File: config.mk
export PLATFORM = sky130hd
export DESIGN_NAME = cesa_ctrl
export DESIGN_NICKNAME = d
export VERILOG_FILES = /design/src/rtl/core/cesa_pkg.sv /design/src/rtl/core/cesa_ctrl.sv
export SDC_FILE = /design/constraint.sdc
export NUM_CORES = 1
export LEC_CHECK = 0
export BUFFER_PORTS_ARGS = -buffer_cell sky130_fd_sc_hd__buf_2
export CORE_AREA = 2 2 39 41
export DETAILED_ROUTE_END_ITERATION = 12
export DIE_AREA = 0 0 41 43
export SLEW_MARGIN = 20
export SYNTH_ARGS = -nofsm -noshare
export SYNTH_HDL_FRONTEND = slang
export SYNTH_SLANG_ARGS = --single-unit
File: constraint.sdc
create_clock -name aclk -period 1.12 [get_ports aclk]
set_input_delay 0.056 -clock aclk [delete_from_list [all_inputs] [get_ports aclk]]
set_output_delay 0.056 -clock aclk [all_outputs]
set_load 0.01 [all_outputs]
File: src/rtl/core/cesa_pkg.sv
// Shared constants, types and helpers for the chunk element scatter addresser.
package cesa_pkg;

    localparam int MAX_RANK   = 4;
    localparam int DIM_BITS   = 16;
    localparam int ORIG_W     = 2 * DIM_BITS;
    localparam int GLOB_W     = ORIG_W + 1;
    localparam int AXIS_W     = $clog2(MAX_RANK);
    localparam int RANK_W     = 3;
    localparam int ORDER_W    = 8;
    localparam int SHAPE_W    = 64;
    localparam int DATA_W     = 64;
    localparam int ACC_W      = 64;
    localparam int MUL_A_W    = ACC_W - DIM_BITS;
    localparam int CFG_IDX_W  = 3;
    localparam int CFG_DATA_W = 64;
    localparam int S_TDATA_W  = 8 * DIM_BITS + DATA_W;
    localparam int M_TDATA_W  = ACC_W + DATA_W;

    typedef enum logic [CFG_IDX_W-1:0] {
        CFG_RANK        = 3'd0,
        CFG_AXIS_ORDER  = 3'd1,
        CFG_FIRST_ROW   = 3'd2,
        CFG_PAST_ROW    = 3'd3,
        CFG_ARRAY_SHAPE = 3'd4,
        CFG_CHUNK_SHAPE = 3'd5
    } cfg_idx_t;

    typedef enum logic [2:0] {
        ST_IDLE,
        ST_CHUNK,
        ST_MAP,
        ST_ACC,
        ST_DONE
    } state_t;

    typedef struct packed {
        logic [RANK_W-1:0]   rank;
        logic [ORDER_W-1:0]  axis_order;
        logic [DIM_BITS-1:0] first_row;
        logic [DIM_BITS-1:0] past_row;
        logic [SHAPE_W-1:0]  array_shape;
        logic [SHAPE_W-1:0]  chunk_shape;
    } cfg_t;

    typedef struct packed {
        logic              capture;
        logic              latch_chunk;
        logic              map;
        logic              acc;
        logic [AXIS_W-1:0] step;
        logic              out_load;
    } cmd_t;

    typedef struct packed {
        logic out_free;
    } status_t;

    // Rank zero behaves as one; larger ranks are clamped to the axes available.
    function automatic logic [RANK_W-1:0] used_rank(input logic [RANK_W-1:0] rank);
        logic [RANK_W-1:0] r;
        r = rank;
        if (r == '0) begin
            r = RANK_W'(1);
        end
        if (r > RANK_W'(MAX_RANK)) begin
            r = RANK_W'(MAX_RANK);
        end
        return r;
    endfunction

endpackage

File: src/rtl/core/cesa_ctrl.sv
// Sequencer for the chunk element scatter addresser: handshakes and step control.
module cesa_ctrl (
    input  logic                                aclk,
    input  logic                                aresetn,
    input  logic                                s_tvalid,
    input  logic                                s_tuser,
    output logic                                s_tready,
    input  logic [cesa_pkg::RANK_W-1:0]         rank_used,
    input  cesa_pkg::status_t                   status,
    output cesa_pkg::cmd_t                      cmd
);
    import cesa_pkg::*;

    state_t            state_reg, state_next;
    logic [AXIS_W-1:0] step_reg, step_next;
    logic              last_step;

    assign last_step = ({1'b0, step_reg} == (rank_used - RANK_W'(1)));

    always_ff @(posedge aclk) begin
        if (!aresetn) begin
            state_reg <= ST_IDLE;
            step_reg  <= '0;
        end else begin
            state_reg <= state_next;
            step_reg  <= step_next;
        end
    end

    always_comb begin
        state_next = state_reg;
        step_next  = step_reg;
        cmd        = '0;
        cmd.step   = step_reg;
        s_tready   = 1'b0;
        unique case (state_reg)
            ST_IDLE: begin
                s_tready = 1'b1;
                if (s_tvalid) begin
                    cmd.capture = 1'b1;
                    state_next  = s_tuser ? ST_CHUNK : ST_MAP;
                end
            end
            ST_CHUNK: begin
                cmd.latch_chunk = 1'b1;
                state_next      = ST_MAP;
            end
            ST_MAP: begin
                cmd.map    = 1'b1;
                step_next  = '0;
                state_next = ST_ACC;
            end
            ST_ACC: begin
                cmd.acc = 1'b1;
                if (last_step) begin
                    state_next = ST_DONE;
                end else begin
                    step_next = step_reg + AXIS_W'(1);
                end
            end
            ST_DONE: begin
                if (status.out_free) begin
                    cmd.out_load = 1'b1;
                    state_next   = ST_IDLE;
                end
            end
            default: begin
                state_next = ST_IDLE;
            end
        endcase
    end

endmodule

; ---- Word-level counts from Yosys, hierarchy flattened
; Index checks and enable logic that the tools add are counted.
[word_totals]
elab_cells = 32
register_bits = 5
out_inout_bits = 8
input_bits = 8
[op_classes]
muxes = 15
add_sub_neg = 2
reduce_logical = 4
n_eq_ne = 9
[op_table]
columns = op, count
row1 = 3-bit case mux with 5 select lines, 1
row2 = 3-bit two-way mux, 3
row3 = 1-bit two-way mux, 8
row4 = "2-bit != test, second input constant", 4
row5 = "3-bit by 2-bit == test with 1-bit output, second input constant", 2
row6 = 2-bit two-way mux, 2
row7 = 2-bit case mux with 2 select lines, 1
row8 = 2-bit by 3-bit == test with 1-bit output, 1
row9 = "3-bit by 1-bit == test with 1-bit output, second input constant", 1
row10 = "3-bit == test, second input constant", 1
row11 = 3-bit zero test, 1
row12 = 3-bit AND reduction, 1
row13 = "3-bit by 1-bit subtractor with 3-bit output, second input constant", 1
row14 = "2-bit by 1-bit adder with 2-bit output, second input constant", 1
row15 = 2-bit AND reduction, 1
row16 = 2-bit nonzero test, 1

; ---- Logic depth before layout (Yosys ltp)
[logic_depth]
word_depth = 4
depth_mapped = 6
depth_no_buf = 6

; ---- Worst setup path after synthesis
; No wires, ideal clock.
[synth_timing]
kind = register to register
start = register step_reg[0]
end = register step_reg[0]
stages_incl_launch_ff = 5
path_slack_ps = -183
t_arrival_ps = 1229
period_less_slack_ps = 1303
path_buffers = 0
required_time_ps = 1046
setup_ps = 74
cell_sequence = dfxtp_1 -> xnor2_1 -> nor3_2 -> or4_1 -> a31oi_1
[synth_between]
elab_chain_len = 3
word_cells_on_any_way = 6
classes_between = 1 x add/sub / 2 x eq/ne / 2 x mux / 1 x reduce/logical
[synth_lines]
columns = element, line
row1 = "start, declared", cesa_ctrl.sv:15  ; logic [AXIS_W-1:0] step_reg, step_next;
row2 = "start signal, assigned", cesa_ctrl.sv:26  ; step_reg <= step_next;
row3 = 2-bit by 1-bit adder with 2-bit output or 2-bit by 3-bit == test with 1-bit output (tied branches), "cesa_ctrl.sv:58, cesa_ctrl.sv:18"
row4 = 2-bit two-way mux or 2-bit != test (tied branches), n/a
row5 = 2-bit case mux with 2 select lines or 2-bit AND reduction (tied branches), n/a
; Several ways; a longest one is shown, not always the timed one. The select of a mux whose other input is x is not followed.
; A chain may end at the register's enable or synchronous reset.

; ---- Worst setup path in the final report
; Ends and elaborated chain as after synthesis.

==> impl_metrics.tcl <==
set metrics [dict create \
    die_area_sq_um 1763 \
    clk_latency_ps 250 \
    largest_register_ffs 3 \
    p_switching_mw 0.2191 \
    hold_path.class "in2reg" \
    placed_cells 82 \
    grtUsageTotal 0.1314 \
    gp_congestion 0.6738 \
    htree_levels 1 \
    seq_area_sq_um 113.9 \
    slew-limit-headroom 0.8375 \
    status "finished with violations" \
    cts_tree "done" \
    wl_per_cell_um 11.99 \
    postLayoutSetupSlackWorst_ps -110.2 \
    hold_ws_ps 88.99 \
    critical_path_arrival_ps 1400 \
    antenna_found_initial 0 \
    ir_drop_v 0.0003951 \
    drtIter0Drc 1 \
    finalSetupTns_ps -427.0 \
    clk_pin_slew_ps 50 \
    final_common_cell "buf_2" \
    postCtsHoldBufs 0 \
    crit_path_end_kind "register" \
    final_cell_mix "buf_2 (14), buf_6 (10), buf_4 (8)" \
    diodes 0 \
    multi_input_area_sq_um 312.8 \
    comb_power_share 0.390 \
    rsz0062_at_grt "true" \
    crit_cells 4 \
    yosysUniqueCellTypes 25 \
    synth_cells 42 \
    cts.sinks 5 \
    worst-setup-path-type "reg2reg" \
    synth_area_sq_um 326.6 \
    finalHoldViolCount 0 \
    slowest_stage "or4_1" \
    layout_min_cycle_time_ps 1230 \
    ys_seq_elements 5 \
    r2r_cells 4 \
    grt_pass1_vias 386 \
    fin_area_sq_um 730.7 \
    area_growth_pct 123.8 \
    drc 0 \
    cp.required_ps 1290 \
    ant_nets 0 \
    grt_overflow 0 \
    violations "setup timing" \
    hpwlAfterDp_um 662.7 \
    start_kind "register" \
    initial_utilization 0.2360 \
    fp.dieW_um 41 \
    ys.flop_type "dfxtp_1" \
    p_sw_frac 0.3190 \
    syn-num-nets 51 \
    path_cells "xnor2_4 > nor3_4 > or4_1 > a31oi_1" \
    setup_viol 7 \
    worstHoldPathCells 3 \
    ys_warn_count 0 \
    core_sq_um 1384 \
    skew_ps 5.074 \
    grt_start_max_net_pins 7 \
    power_mw 0.6866 \
    ios 16 \
    final_cells 92 \
    die_y_um 43 \
    firstDrtPassIters 2 \
    num_rows 14 \
    nets 86 \
    path_delay_family "simple AND/OR/NAND/NOR gates" \
    clockRootBuffer "clkbuf_4" \
    final-max-slew-violation-count 0 \
    internal_power_mw 0.4676 \
    avgViaCountPerCell 4.663 \
    grt_pass1_wl_um 1566 \
    cp_num_buf_inv 0 \
    drive_above_1_share 0.7237 \
    vias 429 \
    worstPathMaxFanout 5 \
    powerDensity_nw_per_um2 939.7 \
    nFillCells 116 \
    synth-edff-count 0 \
    clk_path_buf_depth 2 \
    max_stage_delay_ps 410 \
    fin_crit_sh 1.098 \
    clockPowerShare 0.313 \
    routed_wirelength_um 1103 \
    syn_avg_cell_area_sq_um 7.775 \
    drv_cap 0 \
    ys_async_sr_fraction 0 \
    dpl_cell_area_sq_um 514.2 \
    worstMarginPinSlew_ps 243.0 \
    ys_seq_area_frac 0.3065 \
    power_frac_seq 0.297 \
    portBuffers 15 \
    cts_buffers 3 \
    p_leak_nw 0.3224 \
    max_freq_ghz 0.8129 \
]
path summary, 6_finish.rpt:
| kind | startpoint | end | slack, ps |
|---|---|---|---|
| hold reg to reg | state_reg[2] | state_reg[0] | 540 |
| setup reg to reg | step_reg[0] | step_reg[0] | -110 |
| hold / removal | status | state_reg[2] | 90 |
| setup / recovery | step_reg[0] | step_reg[0] | -110 |
stage by stage:
stage / util / setup slack (ps)
after detailed placement: 0.3716 / -208.5
after global placement: 0.3716 / -173.3
after CTS: 0.4864 / -87.17
after global routing: 0.5280 / -158.5
final: 0.5280 / -110.2
after floorplan: - / -73.11
layer usage:
| metal | GRT usage | share of wire |
|---|---|---|
| met1 | 0.1314 | 0.40 |
| met2 | 0.2438 | 0.56 |
| met3 | 0.04712 | 0.044 |
| met4 | 0.02000 | 0 |
| met5 | 0 | 0 |
worst reg2reg max path: cells and delay by family, from the launching register on:
| family | cells | cell delay, ps |
|---|---|---|
| simple gates | 2 | 480 |
| flops | 1 | 360 |
| xor+xnor | 1 | 150 |
| compound gates | 1 | 150 |
synth_stat cells (2+ instances only):
master,number,area share
dfxtp_1,5,0.31
inv_1,4,0.046
nor2_1,4,0.046
nor3_1,3,0.046
a21oi_1,2,0.031
a31oi_1,2,0.038
nand2_1,2,0.023
nand3_1,2,0.031
xnor2_1,2,0.054
logic make-up (layout without fill, tap and decap cells):
group,after synthesis,count (layout),synth area share
fa+ha+maj,1,1,0.03831
flops,5,5,0.3065
simple gates,20,20,0.3564
compound gates,7,7,0.1341
xor+xnor,3,3,0.08047
buf+inv,6,40,0.08427
power by group through the flow:
stage | combinational, mW | clock, mW | sequential (mW)
5_1_grt | 0.288 | 0.239 | 0.205
3_5_place_dp | 0.169 | 0 | 0.203
2_1_floorplan | 0.0990 | 0 | 0.196
3_3_place_gp | 0.166 | 0 | 0.204
4_1_cts | 0.230 | 0.217 | 0.203
6_report | 0.268 | 0.215 | 0.204
cell type report:
type                       count  share of cell area
tap                           16             0.02740
multi-input combinational     31              0.4281
inverter                       4             0.02055
timing repair buffer          32              0.3322
sequential                     5              0.1558
clock buffer                   4             0.03596
repair_timing:
action,CTS,global route
cloned,0,0
pin swaps,6,7
buffers inserted,5,2
endpoints found under the setup margin,11,10
resized for setup,22,11
Power figures use the tool's default switching activity.
